### config.mk
export PLATFORM = sky130hd
export DESIGN_NAME = load_record_stream_parser
export DESIGN_NICKNAME = d
export VERILOG_FILES = /design/src/design/lrsp_pkg.sv /design/src/design/lrsp_front.sv /design/src/design/lrsp_queue.sv /design/src/design/lrsp_back.sv /design/src/design/load_record_stream_parser.sv
export SDC_FILE = /design/constraint.sdc
export NUM_CORES = 1
export LEC_CHECK = 0
export ABC_AREA = 1
export BUFFER_PORTS_ARGS = -buffer_cell sky130_fd_sc_hd__buf_4
export CORE_MARGIN = 4
export CORE_UTILIZATION = 65
export DETAILED_ROUTE_END_ITERATION = 16
export PLACE_DENSITY = 0.93
export SYNTH_ARGS = -nofsm -noshare
export SYNTH_HDL_FRONTEND = slang
export SYNTH_SLANG_ARGS = --single-unit
### constraint.sdc
create_clock -name clock -period 7.2 [get_ports clock]
set_clock_uncertainty 0.1 [all_clocks]
set_input_delay 0.36 -clock clock [delete_from_list [all_inputs] [get_ports clock]]
set_output_delay 0.36 -clock clock [all_outputs]
set_load 0.005 [all_outputs]
### src/design/lrsp_pkg.sv
// ----------------------------------------------------------------------------
// lrsp_pkg
// shared types and constants of the load record stream parser
// ----------------------------------------------------------------------------
package lrsp_pkg;

   // result kinds
   localparam logic [1:0] KIND_WRITE   = 2'd0;
   localparam logic [1:0] KIND_ENTRY   = 2'd1;
   localparam logic [1:0] KIND_DONE_OK = 2'd2;
   localparam logic [1:0] KIND_DONE_ER = 2'd3;

   // record types and limits
   localparam logic [7:0] REC_EOF      = 8'd0;
   localparam logic [7:0] REC_LOAD     = 8'd1;
   localparam logic [7:0] REC_XFER     = 8'd2;
   localparam logic [7:0] MAX_REC_TYPE = 8'h1F;
   localparam logic [7:0] XFER_LEN     = 8'd2;
   localparam logic [7:0] ADDR_BYTES   = 8'd2;
   // a length byte of zero means 256, less the two address bytes
   localparam logic [7:0] LONG_LOAD_REMAIN = 8'd254;

   localparam int unsigned QUEUE_DEPTH = 4;

   typedef enum logic [2:0] {
      PH_IDLE,
      PH_LEN,
      PH_ALO,
      PH_AHI,
      PH_DATA,
      PH_SKIP
   } phase_type;

   // one queue entry: a result and whether a finished-ok result follows it
   typedef struct packed {
      logic [1:0]  kind;
      logic [15:0] addr;
      logic [7:0]  data;
      logic        add_done;
   } entry_type;

endpackage

### src/design/lrsp_front.sv
// ----------------------------------------------------------------------------
// lrsp_front
// record parser: takes one byte a cycle while the queue is not full and queues the results it causes
// ----------------------------------------------------------------------------
module lrsp_front (
   input  logic                clock,
   input  logic                reset,
   input  logic                req_tvalid,
   output logic                req_tready,
   input  logic [7:0]          req_tdata,
   input  logic                req_tlast,
   input  logic                q_full,
   output logic                q_push,
   output lrsp_pkg::entry_type q_entry
);
   import lrsp_pkg::*;

   phase_type   phase_ff, phase_in;
   logic [7:0]  remain_ff, remain_in;
   logic [15:0] cur_addr_ff, cur_addr_in;
   logic [7:0]  addr_lo_ff, addr_lo_in;
   logic [7:0]  rec_type_ff, rec_type_in;
   logic        finished_ff, finished_in;

   logic        accept;
   logic        res_valid;
   logic [1:0]  res_kind;
   logic [15:0] res_addr;
   logic [7:0]  res_data;
   logic        fin;
   logic [7:0]  b;

   assign req_tready = !q_full;
   assign accept     = req_tvalid && !q_full;
   assign b          = req_tdata;

   always_comb begin
      phase_in    = phase_ff;
      remain_in   = remain_ff;
      cur_addr_in = cur_addr_ff;
      addr_lo_in  = addr_lo_ff;
      rec_type_in = rec_type_ff;
      res_valid   = 1'b0;
      res_kind    = KIND_WRITE;
      res_addr    = 16'd0;
      res_data    = 8'd0;
      fin         = finished_ff;
      if (!finished_ff) begin
         case (phase_ff)
            PH_IDLE: begin
               rec_type_in = b;
               if (b > MAX_REC_TYPE) begin
                  res_valid = 1'b1;
                  res_kind  = KIND_DONE_ER;
                  fin       = 1'b1;
               end else begin
                  phase_in = PH_LEN;
               end
            end
            PH_LEN: begin
               if (rec_type_ff == REC_LOAD) begin
                  if (b == 8'd1) begin
                     res_valid = 1'b1;
                     res_kind  = KIND_DONE_ER;
                     fin       = 1'b1;
                     phase_in  = PH_IDLE;
                  end else begin
                     remain_in = (b == 8'd0) ? LONG_LOAD_REMAIN : b - ADDR_BYTES;
                     phase_in  = PH_ALO;
                  end
               end else if (rec_type_ff == REC_XFER) begin
                  if (b != XFER_LEN) begin
                     res_valid = 1'b1;
                     res_kind  = KIND_DONE_ER;
                     fin       = 1'b1;
                     phase_in  = PH_IDLE;
                  end else begin
                     phase_in = PH_ALO;
                  end
               end else if (rec_type_ff == REC_EOF && b == 8'd0) begin
                  res_valid = 1'b1;
                  res_kind  = KIND_DONE_OK;
                  fin       = 1'b1;
                  phase_in  = PH_IDLE;
               end else if (b == 8'd0) begin
                  phase_in = PH_IDLE;
               end else begin
                  remain_in = b;
                  phase_in  = PH_SKIP;
               end
            end
            PH_ALO: begin
               addr_lo_in = b;
               phase_in   = PH_AHI;
            end
            PH_AHI: begin
               if (rec_type_ff == REC_XFER) begin
                  res_valid = 1'b1;
                  res_kind  = KIND_ENTRY;
                  res_addr  = {b, addr_lo_ff};
                  phase_in  = PH_IDLE;
               end else begin
                  cur_addr_in = {b, addr_lo_ff};
                  phase_in    = (remain_ff != 8'd0) ? PH_DATA : PH_IDLE;
               end
            end
            PH_DATA: begin
               res_valid   = 1'b1;
               res_kind    = KIND_WRITE;
               res_addr    = cur_addr_ff;
               res_data    = b;
               cur_addr_in = cur_addr_ff + 16'd1;
               remain_in   = remain_ff - 8'd1;
               if (remain_ff == 8'd1) begin
                  phase_in = PH_IDLE;
               end
            end
            PH_SKIP: begin
               remain_in = remain_ff - 8'd1;
               if (remain_ff == 8'd1) begin
                  phase_in = PH_IDLE;
               end
            end
            default: begin
               phase_in = PH_IDLE;
            end
         endcase
      end
      finished_in = fin;
      // last byte of the image: back to reset state
      if (req_tlast) begin
         phase_in    = PH_IDLE;
         remain_in   = 8'd0;
         cur_addr_in = 16'd0;
         addr_lo_in  = 8'd0;
         rec_type_in = 8'd0;
         finished_in = 1'b0;
      end
   end

   always_comb begin
      q_push = accept && (res_valid || (req_tlast && !fin));
      if (res_valid) begin
         q_entry.kind     = res_kind;
         q_entry.addr     = res_addr;
         q_entry.data     = res_data;
         q_entry.add_done = req_tlast && !fin;
      end else begin
         q_entry.kind     = KIND_DONE_OK;
         q_entry.addr     = 16'd0;
         q_entry.data     = 8'd0;
         q_entry.add_done = 1'b0;
      end
   end

   always_ff @(posedge clock) begin
      if (reset) begin
         phase_ff    <= PH_IDLE;
         remain_ff   <= 8'd0;
         cur_addr_ff <= 16'd0;
         addr_lo_ff  <= 8'd0;
         rec_type_ff <= 8'd0;
         finished_ff <= 1'b0;
      end else if (accept) begin
         phase_ff    <= phase_in;
         remain_ff   <= remain_in;
         cur_addr_ff <= cur_addr_in;
         addr_lo_ff  <= addr_lo_in;
         rec_type_ff <= rec_type_in;
         finished_ff <= finished_in;
      end
   end

endmodule

### src/design/lrsp_queue.sv
// ----------------------------------------------------------------------------
// lrsp_queue
// small register fifo between parser and result stage
// ----------------------------------------------------------------------------
module lrsp_queue #(
   parameter int unsigned Depth = lrsp_pkg::QUEUE_DEPTH
) (
   input  logic                clock,
   input  logic                reset,
   input  logic                push,
   input  lrsp_pkg::entry_type push_entry,
   output logic                full,
   input  logic                pop,
   output lrsp_pkg::entry_type pop_entry,
   output logic                empty
);
   import lrsp_pkg::*;

   localparam int unsigned PtrW = (Depth > 1) ? $clog2(Depth) : 1;
   localparam int unsigned CntW = $clog2(Depth + 1);
   localparam logic [PtrW-1:0] LastSlot = PtrW'(Depth - 1);
   localparam logic [CntW-1:0] FullCount = CntW'(Depth);

   entry_type           slots_ff [Depth];
   logic [PtrW-1:0]     wr_ptr_ff, wr_ptr_in;
   logic [PtrW-1:0]     rd_ptr_ff, rd_ptr_in;
   logic [CntW-1:0]     count_ff, count_in;
   logic                do_push, do_pop;

   assign full      = (count_ff == FullCount);
   assign empty     = (count_ff == '0);
   assign do_push   = push && !full;
   assign do_pop    = pop && !empty;
   assign pop_entry = slots_ff[rd_ptr_ff];

   always_comb begin
      wr_ptr_in = wr_ptr_ff;
      rd_ptr_in = rd_ptr_ff;
      count_in  = count_ff;
      if (do_push) begin
         wr_ptr_in = (wr_ptr_ff == LastSlot) ? '0 : wr_ptr_ff + 1'b1;
      end
      if (do_pop) begin
         rd_ptr_in = (rd_ptr_ff == LastSlot) ? '0 : rd_ptr_ff + 1'b1;
      end
      if (do_push && !do_pop) begin
         count_in = count_ff + 1'b1;
      end else if (do_pop && !do_push) begin
         count_in = count_ff - 1'b1;
      end
   end

   always_ff @(posedge clock) begin
      if (reset) begin
         wr_ptr_ff <= '0;
         rd_ptr_ff <= '0;
         count_ff  <= '0;
      end else begin
         wr_ptr_ff <= wr_ptr_in;
         rd_ptr_ff <= rd_ptr_in;
         count_ff  <= count_in;
      end
   end

   always_ff @(posedge clock) begin
      if (do_push) begin
         slots_ff[wr_ptr_ff] <= push_entry;
      end
   end

endmodule

### src/design/lrsp_back.sv
// ----------------------------------------------------------------------------
// lrsp_back
// result stage: expands queue entries into one or two result transfers
// ----------------------------------------------------------------------------
module lrsp_back (
   input  logic                clock,
   input  logic                reset,
   input  logic                q_empty,
   input  lrsp_pkg::entry_type q_entry,
   output logic                q_pop,
   output logic                rsp_tvalid,
   input  logic                rsp_tready,
   output logic [23:0]         rsp_tdata,
   output logic [1:0]          rsp_tuser,
   output logic                rsp_tlast
);
   import lrsp_pkg::*;

   logic        valid_ff;
   logic        pend_done_ff;
   logic [1:0]  kind_ff;
   logic [15:0] addr_ff;
   logic [7:0]  data_ff;
   logic        last_ff;
   logic        load;

   assign load  = !valid_ff || rsp_tready;
   assign q_pop = load && !pend_done_ff && !q_empty;

   always_ff @(posedge clock) begin
      if (reset) begin
         valid_ff     <= 1'b0;
         pend_done_ff <= 1'b0;
      end else if (load) begin
         if (pend_done_ff) begin
            valid_ff     <= 1'b1;
            pend_done_ff <= 1'b0;
         end else begin
            valid_ff     <= !q_empty;
            pend_done_ff <= !q_empty && q_entry.add_done;
         end
      end
   end

   always_ff @(posedge clock) begin
      if (load) begin
         if (pend_done_ff) begin
            kind_ff <= KIND_DONE_OK;
            addr_ff <= 16'd0;
            data_ff <= 8'd0;
            last_ff <= 1'b1;
         end else begin
            kind_ff <= q_entry.kind;
            addr_ff <= q_entry.addr;
            data_ff <= q_entry.data;
            last_ff <= !q_entry.add_done;
         end
      end
   end

   assign rsp_tvalid = valid_ff;
   assign rsp_tdata  = {data_ff, addr_ff};
   assign rsp_tuser  = kind_ff;
   assign rsp_tlast  = last_ff;

endmodule

### src/design/load_record_stream_parser.sv
// ----------------------------------------------------------------------------
// load_record_stream_parser
// parses a load-module image into memory writes, entry address and finish
// ----------------------------------------------------------------------------
// usage:
//   req channel carries the image one byte per transfer; req_tlast marks the
//   final byte of the image and returns the parser to idle afterwards
//   rsp channel carries results; rsp_tuser holds the kind: memory write
//   (kind 0), entry address (kind 1), finished ok (kind 2) or finished with
//   error (kind 3); rsp_tlast is set on the last result caused by one input byte
//   a byte is parsed in the cycle it is accepted; its first result passes
//   through the queue, then the output register, before it appears on rsp
//   throughput is one byte per cycle while the queue is not full; a last byte
//   that gives a result and also closes the file yields two results and
//   occupies the output register for both of them
//   the four-entry queue lets the parser run ahead while rsp is stalled;
//   req_tready drops only when that queue is full
//   reset (synchronous, active high) clears parser state, queue and output
//   register; no clearing pass is needed
// ----------------------------------------------------------------------------
module load_record_stream_parser #(
   parameter int unsigned QueueDepth = lrsp_pkg::QUEUE_DEPTH
) (
   input  logic        clock,
   input  logic        reset,
   // image input
   input  logic        req_tvalid,
   output logic        req_tready,
   input  logic [7:0]  req_tdata,   // [7:0] image_byte
   input  logic        req_tlast,   // last_byte
   // results
   output logic        rsp_tvalid,
   input  logic        rsp_tready,
   output logic [23:0] rsp_tdata,   // [15:0] target_address, [23:16] write_data
   output logic [1:0]  rsp_tuser,   // [1:0] kind
   output logic        rsp_tlast    // run_end
);
   import lrsp_pkg::*;

   entry_type push_entry;
   entry_type pop_entry;
   logic      q_push;
   logic      q_full;
   logic      q_pop;
   logic      q_empty;

   // front: parse state machine, one byte per transfer
   lrsp_front u_front (
      .clock      (clock),
      .reset      (reset),
      .req_tvalid (req_tvalid),
      .req_tready (req_tready),
      .req_tdata  (req_tdata),
      .req_tlast  (req_tlast),
      .q_full     (q_full),
      .q_push     (q_push),
      .q_entry    (push_entry)
   );

   // decoupling queue of pending results
   lrsp_queue #(
      .Depth (QueueDepth)
   ) u_queue (
      .clock      (clock),
      .reset      (reset),
      .push       (q_push),
      .push_entry (push_entry),
      .full       (q_full),
      .pop        (q_pop),
      .pop_entry  (pop_entry),
      .empty      (q_empty)
   );

   // back: output register, adds the trailing finish when asked
   lrsp_back u_back (
      .clock      (clock),
      .reset      (reset),
      .q_empty    (q_empty),
      .q_entry    (pop_entry),
      .q_pop      (q_pop),
      .rsp_tvalid (rsp_tvalid),
      .rsp_tready (rsp_tready),
      .rsp_tdata  (rsp_tdata),
      .rsp_tuser  (rsp_tuser),
      .rsp_tlast  (rsp_tlast)
   );

endmodule

* Word level (Yosys, flattened, before mapping)
Memory sizes are Yosys's and may differ from the RTL's. A register that Yosys moved wholly into a read port is not among the register bits.
Cells that the tools add are included.
** Word-level totals
- Flip-flop bits (word level) :: 80
- RAM bits :: 108
- Input bits :: 13
- Output and inout port bits :: 29
- Word-level logic and storage cells :: 151
- Memories :: 1
** Memories
- u_queue.slots_ff :: words 4, bits a word 27, rd ports 1, clocked after memory_dff 1, wr ports 1, line lrsp_queue.sv:24 : entry_type slots_ff [Depth];
** Operators by class
- Add/sub/neg operators :: 7
- Order comparisons :: 1
- Eq/ne operators :: 21
- Mux-type cells :: 69
- Reduce and logical (&&, ||, !) cells :: 37
** Operators by type and width (number)
- $mux W8 :: 16
- $mux W16 :: 5
- $pmux W16 S2 :: 2
- $mux W3 :: 12
- $mux W27 :: 1
- $mux W2 :: 13
- $eq A8 B1 Y1 const B :: 3
- $add A16 B1 Y16 const B :: 1
- $logic_not A8 Y1 :: 2
- $pmux W8 S2 :: 1
- $mux W1 :: 15
- $pmux W3 S5 :: 1
- $ne A4 B3 Y1 const B :: 3
- $logic_and A1 B1 Y1 :: 11
- $eq A3 B3 Y1 const B :: 3
- $eq A8 B2 Y1 const B :: 1
- $gt A8 B5 Y1 const B :: 1
- $logic_not A1 Y1 :: 8
- $ne A8 B2 Y1 const B :: 1
- $reduce_and A4 Y1 :: 2
- $reduce_bool A8 Y1 :: 1
- $sub A8 B1 Y8 const B :: 1
- $sub A8 B2 Y8 const B :: 1
- $reduce_and A7 Y1 :: 1
- 19 further kinds :: 29

* Longest topological paths before layout
Gate-level depths: netlist (run 1).
- Word-level depth :: 16
- Mapped depth :: 22
- Mapped depth without buffers :: 22

* By module
Synthesis (run 1) repeated with hierarchy kept, for this count alone.
** Unflattened totals
- Cell total of the unflattened synthesis :: 949
- Area total of the unflattened synthesis :: 8934.8 um2
** By module, submodules not included
- lrsp_queue :: times used 1, cells an instance 332, area an instance 4556.9 um2, seq. area each 3423.3 um2
- lrsp_front :: times used 1, cells an instance 522, area an instance 3241.9 um2, seq. area each 880.8 um2
- lrsp_back :: times used 1, cells an instance 95, area an instance 1136.1 um2, seq. area each 850.8 um2

* Worst setup path before layout (run 1)
OpenSTA, ideal clock, no wires.
- Path kind :: input port to flip-flop
- Start point :: in req_tdata[3]
- End point :: mem u_queue.slots_ff[3][0] (netlist bit) (enable)
- Library setup time :: 411 ps
- Arrival time :: 2450 ps
- Data required time :: 6689 ps
- Path slack :: 4239 ps
- Cell stages on the path :: 10
- Buffers on the path :: 0
- Path through :: nor2_2 > nand3_1 > nand3b_2 > nand2_1 > nand2_1 > nand2_1 > nand2_1 > nand2_2 > nand2_4 > nor2_1
** Between the ends
- Longest elaborated chain between the ends :: 14
- Elaborated cells between the ends (all ways) :: 22
- Those cells by class :: 1 x order compare; 2 x eq/ne; 12 x mux; 7 x reduce/logical
** Ends and longest elaborated chain
- start: declaration :: line load_record_stream_parser.sv:29 : input logic [7:0] req_tdata,
- parallel branches: the longest is 9 deep, another holds $gt A8 B5 Y1
- $logic_or A1 B1 Y1 (*) :: line lrsp_front.sv:142 : q_push = accept && (res_valid || (req_tlast && !fin));
- $logic_and A1 B1 Y1 (*) :: line lrsp_front.sv:142
- $logic_and A1 B1 Y1 (*) :: line lrsp_queue.sv:32 : assign do_push = push && !full;
- $mux W1 (*) :: line lrsp_queue.sv:66 : if (do_push) begin
- $mux W1 (not written as such) (*) :: line lrsp_queue.sv:67 : slots_ff[wr_ptr_ff] <= push_entry;
- end: declaration :: line lrsp_queue.sv:24
Every way passes the cells marked *.

* Worst setup path after layout (run 1)
- Start point :: reg u_front.phase_ff[1]
- End point :: reg u_queue.count_ff[2]
** Between the ends
- Longest elaborated chain between the ends :: 11
- Elaborated cells between the ends (all ways) :: 18
- Those cells by class :: 3 x eq/ne; 5 x mux; 10 x reduce/logical
** Ends and longest elaborated chain
- start: declaration :: line lrsp_front.sv:18 : phase_type phase_ff, phase_in;
- start signal: assignment :: line lrsp_front.sv:165 : phase_ff <= phase_in;
- $eq A3 B1 Y1 or $logic_not A3 Y1 (tied branches) :: line lrsp_front.sv:49 : case (phase_ff)
- $pmux W1 S2 :: line lrsp_front.sv:49
- $mux W1 :: line lrsp_front.sv:48 : if (!finished_ff) begin
- $logic_not A1 Y1 :: line lrsp_front.sv:142
- $logic_and A1 B1 Y1 :: line lrsp_front.sv:142
- $logic_or A1 B1 Y1 (*) :: line lrsp_front.sv:142
- $logic_and A1 B1 Y1 (*) :: line lrsp_front.sv:142
- $logic_and A1 B1 Y1 (*) :: line lrsp_queue.sv:32
- via u_queue.do_push :: line lrsp_queue.sv:28 : logic do_push, do_pop;
- $logic_not A1 Y1 :: line lrsp_queue.sv:48 : end else if (do_pop && !do_push) begin
- $logic_and A1 B1 Y1 :: line lrsp_queue.sv:48
- $reduce_bool A2 Y1 (no source line)
- end signal: assignment :: line lrsp_queue.sv:61 : count_ff <= count_in;
- end: declaration :: line lrsp_queue.sv:27 : logic [CntW-1:0] count_ff, count_in;
The timed path passes the listed nets; every way through them passes the cells marked *.
A chain may end at the register's enable or synchronous reset.

==> results of run 1 <==
-- state kept, by name, summed over array words and instances, names as in the netlist, 2 cells and up, named ones only --
name,flops
u_back.rsp_tuser,2
u_back.addr_ff,16
u_front.phase_ff,3
u_front.remain_ff,8
u_queue.count_ff,3
u_queue.wr_ptr_ff,2
u_front.rec_type_ff,8
u_back.data_ff,8
u_queue.slots_ff,108
u_front.cur_addr_ff,16
u_front.addr_lo_ff,8
u_queue.rd_ptr_ff,2
-- synthesized netlist by cell type (4+ instances only) --
cell	n	area, sq um
sky130_fd_sc_hd__buf_2	5	25.02
sky130_fd_sc_hd__or2_2	5	31.28
sky130_fd_sc_hd__nor2_4	5	56.30
sky130_fd_sc_hd__a21oi_1	88	440.4
sky130_fd_sc_hd__xor2_1	8	70.07
sky130_fd_sc_hd__nand2_1	100	375.4
sky130_fd_sc_hd__nor3_1	14	70.07
sky130_fd_sc_hd__o211ai_1	6	45.04
sky130_fd_sc_hd__nand4_1	9	56.30
sky130_fd_sc_hd__o21ai_1	10	50.05
sky130_fd_sc_hd__o22ai_1	10	62.56
sky130_fd_sc_hd__nor2_2	8	50.05
sky130_fd_sc_hd__nor2_1	183	686.9
sky130_fd_sc_hd__o21ai_0	84	420.4
sky130_fd_sc_hd__nand3_1	20	100.1
sky130_fd_sc_hd__dfxtp_1	55	1101
sky130_fd_sc_hd__ha_1	10	125.1
sky130_fd_sc_hd__edfxtp_1	135	4054
sky130_fd_sc_hd__inv_2	6	22.52
sky130_fd_sc_hd__nand2_2	6	37.54
sky130_fd_sc_hd__nor3_2	4	40.04
sky130_fd_sc_hd__clkbuf_1	25	93.84
sky130_fd_sc_hd__inv_1	64	240.2
sky130_fd_sc_hd__buf_6	6	67.56
sky130_fd_sc_hd__clkinv_1	4	15.01
-- power by group through the flow --
stage / clock (mW) / sequential (mW) / combinational (mW)
after detailed placement: 0 / 1.60 / 1.04
after global placement: 0 / 1.58 / 0.982
final: 0.885 / 1.57 / 1.05
after floorplan: 0 / 1.56 / 0.725
after CTS: 0.890 / 1.57 / 1.05
after global routing: 0.934 / 1.60 / 1.18
-- cells by family (layout without fill, tap and decap cells) --
| kind of cell | after synthesis | in the layout | synth area share |
|---|---|---|---|
| AO/OA/AOI/OAI | 218 | 218 | 0.1365 |
| XOR/XNOR | 11 | 11 | 0.01097 |
| adder cells (fa/ha/maj) | 11 | 11 | 0.01653 |
| buffers and inverters | 118 | 156 | 0.05798 |
| flip-flops | 190 | 190 | 0.5870 |
| AND/OR/NAND/NOR | 370 | 370 | 0.1911 |
-- critical path, delay by kind of cell, from the launching register on --
kind                     cells  cell delay, ps
AO/OA/AOI/OAI                2             220
adder cells (fa/ha/maj)      2             530
buffers and inverters        3            1000
flip-flops                   1             410
AND/OR/NAND/NOR             10            1310
-- area by class of cell --
type / count / area (sq um) / area share
Tap cell: 176 / 220.2 / 0.02269
Clock inverter: 15 / 128.9 / 0.01328
Multi-Input combinational cell: 610 / 3128 / 0.3222
Clock buffer: 17 / 425.4 / 0.04383
Inverter: 76 / 289.0 / 0.02978
Timing Repair Buffer: 48 / 360.3 / 0.03712
Sequential cell: 190 / 5155 / 0.5311
-- through the flow --
stage                     worst slack [ps]  power (mW)    util  instances
after CTS                             3575       3.515  0.7330       1132
after floorplan                       4239       2.283       -        918
after global routing                  3110       3.714  0.7330       1132
final                                 3545       3.512  0.7330       1132
after global placement                3774       2.562  0.6911       1100
after detailed placement              3668       2.632  0.6911       1100
-- per-layer routing --
layer,share of wire,GRT usage,wire [microns],up-vias
met5,0,0,0,-
met4,0.015,0.08317,298,0
met3,0.074,0.05670,1434,41
met2,0.50,0.4202,9625,322
met1,0.41,0.3314,7918,3156
li1,-,-,-,3187
-- worst paths after layout --
kind,from,endpoint,cells past startpoint
worst min register to register,u_front.rec_type_ff[4],u_front.rec_type_ff[4],2
worst max register to register,u_front.phase_ff[1],u_queue.count_ff[2],17
worst min-delay path,rsp_tready,u_back.pend_done_ff,4
worst max-delay path,u_front.phase_ff[1],u_queue.count_ff[2],17
==> summary by stage, run 1 <==
Logic synthesis
The fraction of the yosys area taken by sequential cells is 0.5870. Of all flip-flops after synthesis, the portion carrying an async set or reset was 0. The total of flip-flops plus latches after synthesis is 190. The number of nets handed over by synthesis was about 940. The area of the mapped netlist is 8782 sq um.

The prevailing post-synth register cell is sky130_fd_sc_hd__edfxtp_1. The number of synthesized flops with an enable pin is 135. The mean instance size in the synthesized netlist is 9.567 sq um.

Counting every instance in the synthesized netlist gives just over 900. During synthesis, Yosys emitted a total of 0 warnings. Synthesis instantiated 52 different standard cells from the library.

Drt
The detail route stage leaves a number of antenna-violating nets equal to 0. Dividing the detail-routed via count by the number of cells gives 5.924. For this run, design rule violations remaining after detail routing come to 0. The number of detailed-route iterations in the first pass is 5. The total wire length is 19.28 mm. The number of design-rule violations left by the first detailed-router iteration is roughly 850. The routed via count is around 6700. In the final routed layout, each cell accounts on average for about 17 microns.

Worst setup path
The worst-path maximum fanout is 31. The slowest stage of the critical path is the sky130_fd_sc_hd__inv_1 cell. The critical path is of the reg2reg type. The setup check on the worst reg-to-reg path leaves a slack of 3550 ps. For this run, the slowest stage of the critical path takes ~850 ps. For the worst setup path, the data required time is 7470 ps. The arrival time at the worst endpoint is 3920 ps.

STA classifies the critical path startpoint as a flop. The cell repeated most along the worst path is sky130_fd_sc_hd__nor2_1. STA classifies the critical path endpoint as a flop. Traced cell by cell, the critical path runs through nor2_1 -> nand2_2 -> inv_1 -> nor2_1 -> nand2_1 -> nand2_1 -> nand2_2 -> nand2_4 -> inv_1 -> ha_1 -> inv_1 -> fa_1 -> nor2_1 -> nor2_1 -> nand2_1 -> o21ai_0 -> a21oi_1.

GRT
The maximum number of pins on one net before global-route repair is 56. The number of global-route vias before repair is 6402. In the global route stage, overall resource usage came out at 0.2529. The first global-routing pass estimated 31.64 mm of wire. The number of antenna violations at the first check in global routing is 0. The total congestion overflow is 0.

Layout
The top cell types in the final layout, fill and taps aside, are sky130_fd_sc_hd__nor2_1 (179), sky130_fd_sc_hd__edfxtp_1 (135), sky130_fd_sc_hd__nand2_1 (100). The ratio of cells with drive above 1 in the final layout is 0.1454. Once layout is done, the placed cells without fillers occupy 9707 sq um.

The leading cell type in the layout, fill and taps excluded is sky130_fd_sc_hd__nor2_1. The total number of nets in the final design is 967. After filler insertion, the fill cell instance count of the layout stands at slightly below 900. From synthesis to final layout, the design area changed by 10.53%. The number of inserted diodes is 0.

Job
The max-cap check violation count is 0.

Pwr
The total power per unit cell area is 361.8 nW/um^2. The power spent charging and discharging nets is around 1.2 mW. Of the total power, the share spent switching nets is 0.3501. The worst ir drop on vdd is 0.1855 mV. For this design the static power due to leakage is 3.571 nW. The relative contribution of the clock network to total power is 0.252. The combinational fraction of design power is 0.300. The internal power summed over all cells is 2.282 mW. The share of total power dissipated in sequential elements is 0.448.

CTS
Clock tree synthesis selected as its root buffer the cell sky130_fd_sc_hd__clkbuf_16. The number of buffers on the longest clock path is 2. The buffers inserted during post-CTS setup optimization is 0. The clock network latency to the later pin of the worst-skew pair is 440 ps. The TritonCTS clock tree is built. The count of hold buffers inserted by post-cts repair is 0. The number of gates resized after CTS was 0. The deepest level of the CTS H-tree is 4. After clock tree synthesis, the clock-pin slew on the worst setup and hold paths is 70 ps. Counting every sink on the clock net gives 190. In this run, CTS created clock tree buffers numbering 17.

Timing
The final max-slew violation count came to 0. Derived from the worst setup path, the maximum achievable clock frequency is 273.6 MHz. Of the available clock period, the critical path in the final layout requires 0.5076. The max-slew headroom at the worst pin is 0.2882. Setup violations remaining at the end of the flow were counted as 0. Adding up every negative setup slack in the final design gives 0 ps. The post-route worst hold slack is about 110 ps. The total count of hold-check failures in the final report was 0. At the pin with the least slew margin, the transition time is roughly 1100 ps. Setup repair after global routing left no endpoint under its margin. The post-route minimum period is about 3700 ps.

Die
The die outline width is 124.2 microns. The die covers 15430 sq um. The vertical extent of the die is roughly 120 microns. The number of rows in the core area is 42.

The number of top-level pins is 42. The core region is between 10000 and 15000 sq um. The effective utilization at floorplan is 0.6632.

Placement
The placed wire-length estimate after detailed placement is 12.45 mm. Once placement finished, the instance area stood at about 9200 sq um. The congestion estimate from routability-driven global placement came to just over 0.9. Port buffering added 41 buffers.

Run status
The flow ran to the end, and the final reports show no timing, DRC or antenna violations.

Min path
The worst min-delay path category is in2reg.
Power figures use the tool's default switching activity.
==> run 2, diff against run 1 <==
--- a/config.mk
+++ b/config.mk
@@ -5,12 +5,12 @@
 export SDC_FILE = /design/constraint.sdc
 export NUM_CORES = 1
 export LEC_CHECK = 0
-export ABC_AREA = 1
+export ABC_AREA = 0
 export BUFFER_PORTS_ARGS = -buffer_cell sky130_fd_sc_hd__buf_4
 export CORE_MARGIN = 4
-export CORE_UTILIZATION = 65
+export CORE_UTILIZATION = 61
 export DETAILED_ROUTE_END_ITERATION = 16
-export PLACE_DENSITY = 0.93
+export PLACE_DENSITY = 0.88
 export SYNTH_ARGS = -nofsm -noshare
 export SYNTH_HDL_FRONTEND = slang
 export SYNTH_SLANG_ARGS = --single-unit
==> constraint.sdc (replaced) <==
create_clock -name clock -period 3.6 [get_ports clock]
set_clock_uncertainty 0.1 [all_clocks]
set_input_delay 0.18 -clock clock [delete_from_list [all_inputs] [get_ports clock]]
set_output_delay 0.18 -clock clock [all_outputs]
set_load 0.005 [all_outputs]
==> run 2 against run 1 <==
Non-clock buffer count increased by 7. Die area is 3.7% higher. Synthesized area fell by 2.4%. Wire length up 3.2%. Worst setup slack worse by 3300 ps. Worst hold slack got worse by 68 ps. Highest routed layer is now met5.
==> summary by stage, run 2 <==
Worst setup path
The worst reg2reg path endpoint is u_queue.count_ff[2] (unchanged). The critical path's slowest cell is sky130_fd_sc_hd__or4_4 (was sky130_fd_sc_hd__inv_1). The data required time at the worst endpoint came to 3850 ps (was 7470 ps). The element type at the critical path end is a flop (unchanged). The sum of buffers and inverters on the critical path came to 1 (was 3). The flop-to-flop setup slack is 270 ps (was 3550 ps). The category of the most critical setup path is reg2reg (unchanged).

The launching point of the worst reg2reg path is u_front.rec_type_ff[2] (was u_front.phase_ff[1]). The cell family with the largest share of critical-path delay is simple AND/OR/NAND/NOR gates (unchanged). The critical path startpoint category is a flop (unchanged).

The launching instance or port of the critical path is u_front.rec_type_ff[2] (was u_front.phase_ff[1]). The worst-path maximum fanout is 7 (was 31). The number of cells on the critical path is 10 (was 17).

The cell count of the worst reg-to-reg path is 10 (was 17). The maximum single-stage delay on the critical path is 590 ps (was 850 ps). Cell-by-cell listing of the critical path: nor4_1 -> nand3_1 -> or4_4 -> a31oi_4 -> ha_1 -> inv_1 -> fa_1 -> xor2_1 -> or3_1 -> a21oi_1 (was nor2_1 -> nand2_2 -> inv_1 -> nor2_1 -> nand2_1 -> nand2_1 -> nand2_2 -> nand2_4 -> inv_1 -> ha_1 -> inv_1 -> fa_1 -> nor2_1 -> nor2_1 -> nand2_1 -> o21ai_0 -> a21oi_1). The arrival time at the worst endpoint was 3590 ps (was 3920 ps). The end point of the critical path is u_queue.count_ff[2] (unchanged).

Logic synthesis
The prevailing post-synth register cell is sky130_fd_sc_hd__edfxtp_1 (unchanged). Commonest cells in the netlist: sky130_fd_sc_hd__edfxtp_1 (135), sky130_fd_sc_hd__nor2_1 (70), sky130_fd_sc_hd__dfxtp_1 (55) (was sky130_fd_sc_hd__nor2_1 (183), sky130_fd_sc_hd__edfxtp_1 (135), sky130_fd_sc_hd__nand2_1 (100)). The fraction of the yosys area taken by sequential cells was 0.6015 (was 0.5870).

The number of synthesized flops with an enable pin was 135 (unchanged). The number of synthesis warnings is 0 (unchanged). The number of nets in the synthesized netlist is 691 (was 942). The most common cell in the netlist was sky130_fd_sc_hd__edfxtp_1 (was sky130_fd_sc_hd__nor2_1). Biggest area contributors in the synthesized netlist: sky130_fd_sc_hd__edfxtp_1 (47%), sky130_fd_sc_hd__dfxtp_1 (13%), sky130_fd_sc_hd__mux4_2 (7.1%) (was sky130_fd_sc_hd__edfxtp_1 (46%), sky130_fd_sc_hd__dfxtp_1 (13%), sky130_fd_sc_hd__nor2_1 (7.8%)). The post-synthesis async set-or-reset flop share is 0 (unchanged). The count of different cell masters after synthesis came to 68 (was 52). The total of flip-flops plus latches after synthesis came to 190 (unchanged).

The cell taking the most area after synthesis is sky130_fd_sc_hd__edfxtp_1 (unchanged). The mean instance size in the synthesized netlist is 12.85 sq um (was 9.567 sq um). The area share of the largest cell type after synthesis is 0.4730 (was 0.4616).

The area of the mapped netlist is 8571 sq um (was 8782 sq um). The number of standard cells after synthesis is 667 (was 918).

Drt
The number of nets still failing antenna checks after routing was 0 (unchanged). The routed via count is 5818 (was 6706). The mean routed wirelength per cell is 22.24 microns (was 17.03 microns).

The vias per cell was 6.508 (was 5.924). The number of design-rule violations left by the first detailed-router iteration is 636 (was 852). The remaining design rule violation count came to 0 (unchanged). The total wire length is 19.89 mm (was 19.28 mm). The number of detailed-route iterations in the first pass is 6 (was 5).

GRT
The number of global-route vias before repair is 5785 (was 6402). The most congested layer reported by global routing is met2 (unchanged). The routing usage on met3 is 0.05432 (was 0.05670). The total routing usage reported by global routing is 0.2565 (was 0.2529). The number of antenna violations at the first check in global routing was 1 (was 0).

The wire length of the first global-routing pass is 31.69 mm (was 31.64 mm). The met2 routing resource usage after global routing is 0.4331 (was 0.4202). The maximum number of pins on one net before global-route repair is 44 (was 56).

The global routing usage on met1 was 0.3288 (was 0.3314). The total congestion overflow came to 0 (unchanged).

CTS
The clock network latency to the later pin of the worst-skew pair is 430 ps (was 440 ps). The deepest level of the CTS H-tree is 4 (unchanged). The TritonCTS clock tree was built (unchanged). The number of buffers inserted during clock tree synthesis is 17 (unchanged). The number of resized instances in the post-cts repair step is 0 (unchanged). The number of buffers on the longest clock path is 2 (unchanged).

The clock-pin slew of the registers on the worst-case setup and hold paths is 70 ps (about the same). The sink count of the clock tree came to 190 (unchanged). The CTS root buffer is sky130_fd_sc_hd__clkbuf_16 (unchanged).

Run status
Result of the run: finished, final reports clean (unchanged).

Layout
The number of fillers in the final layout was 912 (was 880). The fraction of the core area covered by cells at the end of the flow is 0.6984 (was 0.7330). Largest registers ranked by flip-flop count: u_queue.slots_ff x108, u_back.addr_ff x16, u_front.cur_addr_ff x16 (unchanged).

The flip-flop count of the largest register, all copies and words added was 108 (unchanged). The number of inserted diodes came to 0 (unchanged). Most frequent cells in the layout: sky130_fd_sc_hd__edfxtp_1 (135), sky130_fd_sc_hd__nor2_1 (70), sky130_fd_sc_hd__dfxtp_1 (54), sky130_fd_sc_hd__buf_4 (54), sky130_fd_sc_hd__nor2b_1 (35) (was sky130_fd_sc_hd__nor2_1 (179), sky130_fd_sc_hd__edfxtp_1 (135), sky130_fd_sc_hd__nand2_1 (100)).

The total number of nets in the final design is 725 (was 967). The number of cells in the finished layout apart from fillers came to 894 (was 1132). The cell area after layout is 9657 sq um (was 9707 sq um).

The most flop-heavy register is u_queue.slots_ff (unchanged). The ratio of cells with drive above 1 in the final layout was 0.1863 (was 0.1454). The leading cell type in the layout, fill and taps excluded is sky130_fd_sc_hd__edfxtp_1 (was sky130_fd_sc_hd__nor2_1). The area growth from synthesis to layout was 12.67% (was 10.53%).

Pwr
The static leakage is 3.491 nW (was 3.571 nW). The total power per unit cell area was 645.7 nW/um^2 (was 361.8 nW/um^2). The worst ir drop on vdd was 0.3130 mV (was 0.1855 mV).

Timing
The pin slew with the least headroom to its limit is 1104 ps (was 1066 ps). The accumulated negative setup slack was 0 ps (unchanged). The final max-slew violation count was 0 (unchanged).

The setup-violating endpoint count in the final report is 0 (unchanged). The max-slew headroom at the worst pin is 0.2632 (was 0.2882). The highest clock rate came to 299.9 MHz (was 273.6 MHz). The post-route minimum period is 3335 ps (was 3655 ps). The post-route fraction of the period consumed by the critical path is 0.9263 (was 0.5076). The total count of hold-check failures in the final report is 0 (unchanged).

RSZ-0062 raised after global routing: false (unchanged).

Die
The placeable core region is 13830 sq um (was 13240 sq um). The number of rows in the core area is 43 (was 42). The full die area is 16010 sq um (was 15430 sq um). The effective utilization at floorplan came to 0.6199 (was 0.6632). The die outline width is 126.5 microns (was 124.2 microns).

The vertical extent of the die is 126.5 microns (was 124.2 microns). The number of top-level pins is 42 (unchanged).

Min path
The worst min-delay path category is in2reg (unchanged). The startpoint of the most critical hold path was req_tdata[7] (was rsp_tready).

Placement
The count of buffers inserted at the top-level ports is 41 (unchanged). The final RePlAce weighted congestion is 1.041 (was 0.9159). The cell area reported after detailed placement is 9054 sq um (was 9153 sq um). The placed wire-length estimate after detailed placement is 13.05 mm (was 12.45 mm). The total instance count after detailed placement is 861 (was 1100).

Job
The max-cap check violation count is 0 (unchanged).
==> run 2: cell count changes after synthesis, sizes merged, moves of 29 or more <==
cell | previous run | this run
inv | 71 | 18
a21oi | 92 | 21
mux2i | 0 | 29
nor2b | 0 | 35
o21ai | 97 | 14
nor2 | 197 | 70
nand2 | 109 | 28
==> run 2: worst min-delay path by stage <==
| stage | cells past startpoint | end |
|---|---|---|
| floorplan | 2 | u_front.cur_addr_ff[9] |
| global placement | 2 | u_front.remain_ff[6] |
| detailed placement | 2 | u_front.remain_ff[6] |
| CTS | 3 | u_front.cur_addr_ff[15] |
| global route | 3 | u_front.cur_addr_ff[15] |
| finish | 3 | u_front.cur_addr_ff[15] |
==> run 2: layer usage <==
layer	wire length [microns]	part of all wire	vias up
met1	7684	0.39	2850
li1	-	-	2601
met2	10080	0.51	310
met3	1474	0.074	55
met4	645	0.032	2
met5	5	0.00025	-
==> run 2: through the flow <==
stage | hold WS (ps) | worst slack [ps] | power (mW)
4_1_cts | 19.77 | 301.9 | 6.274
6_report | 40.32 | 265.4 | 6.236
3_3_place_gp | 357.8 | 433.2 | 4.277
2_1_floorplan | 252.0 | 506.7 | 3.813
3_5_place_dp | 380.5 | 330.8 | 4.376
5_1_grt | 25.30 | 121.7 | 6.516
==> run 2: cell type report <==
cell class	instances	area (sq um)	share of cell area
Clock buffer	18	429.2	0.04444
Clock inverter	14	163.9	0.01697
Inverter	18	67.56	0.006997
Multi-Input combinational cell	419	3199	0.3313
Sequential cell	190	5156	0.5339
Tap cell	180	225.2	0.02332
Timing Repair Buffer	55	415.4	0.04302
==> run 2: cells by family after synthesis <==
logic type | after synthesis | synth area share
AOI/OAI and AO/OA | 109 | 0.09431
xor gates and xnor gates | 15 | 0.01533
adders and majority gates | 11 | 0.01693
buffers and inverters | 58 | 0.02584
DFF | 190 | 0.6015
muxes | 57 | 0.1066
and+or+nand+nor | 227 | 0.1396
==> run 2: repair_timing <==
item,in CTS,in global routing
buffers inserted,0,0
hold buffers,1,0
hold endpoints to repair,1,0
==> run 2: worst reg2reg max path, stage by stage, from the launching register on <==
cell                      delay (ps)
sky130_fd_sc_hd__dfxtp_1         320
sky130_fd_sc_hd__nor4_1          430
sky130_fd_sc_hd__nand3_1         220
sky130_fd_sc_hd__or4_4           590
sky130_fd_sc_hd__a31oi_4         260
sky130_fd_sc_hd__ha_1            240
sky130_fd_sc_hd__inv_1            60
sky130_fd_sc_hd__fa_1            380
sky130_fd_sc_hd__xor2_1          180
sky130_fd_sc_hd__or3_1           310
sky130_fd_sc_hd__a21oi_1         150
==> run 2: where the power goes <==
group          total (mW)  internal (mW)  switching, mW  leakage, nW
registers            2.92           2.71          0.207         1.79
clock network        1.89           1.09          0.797        0.280
logic                1.43          0.730          0.699         1.42
total                6.24           4.53           1.70         3.49
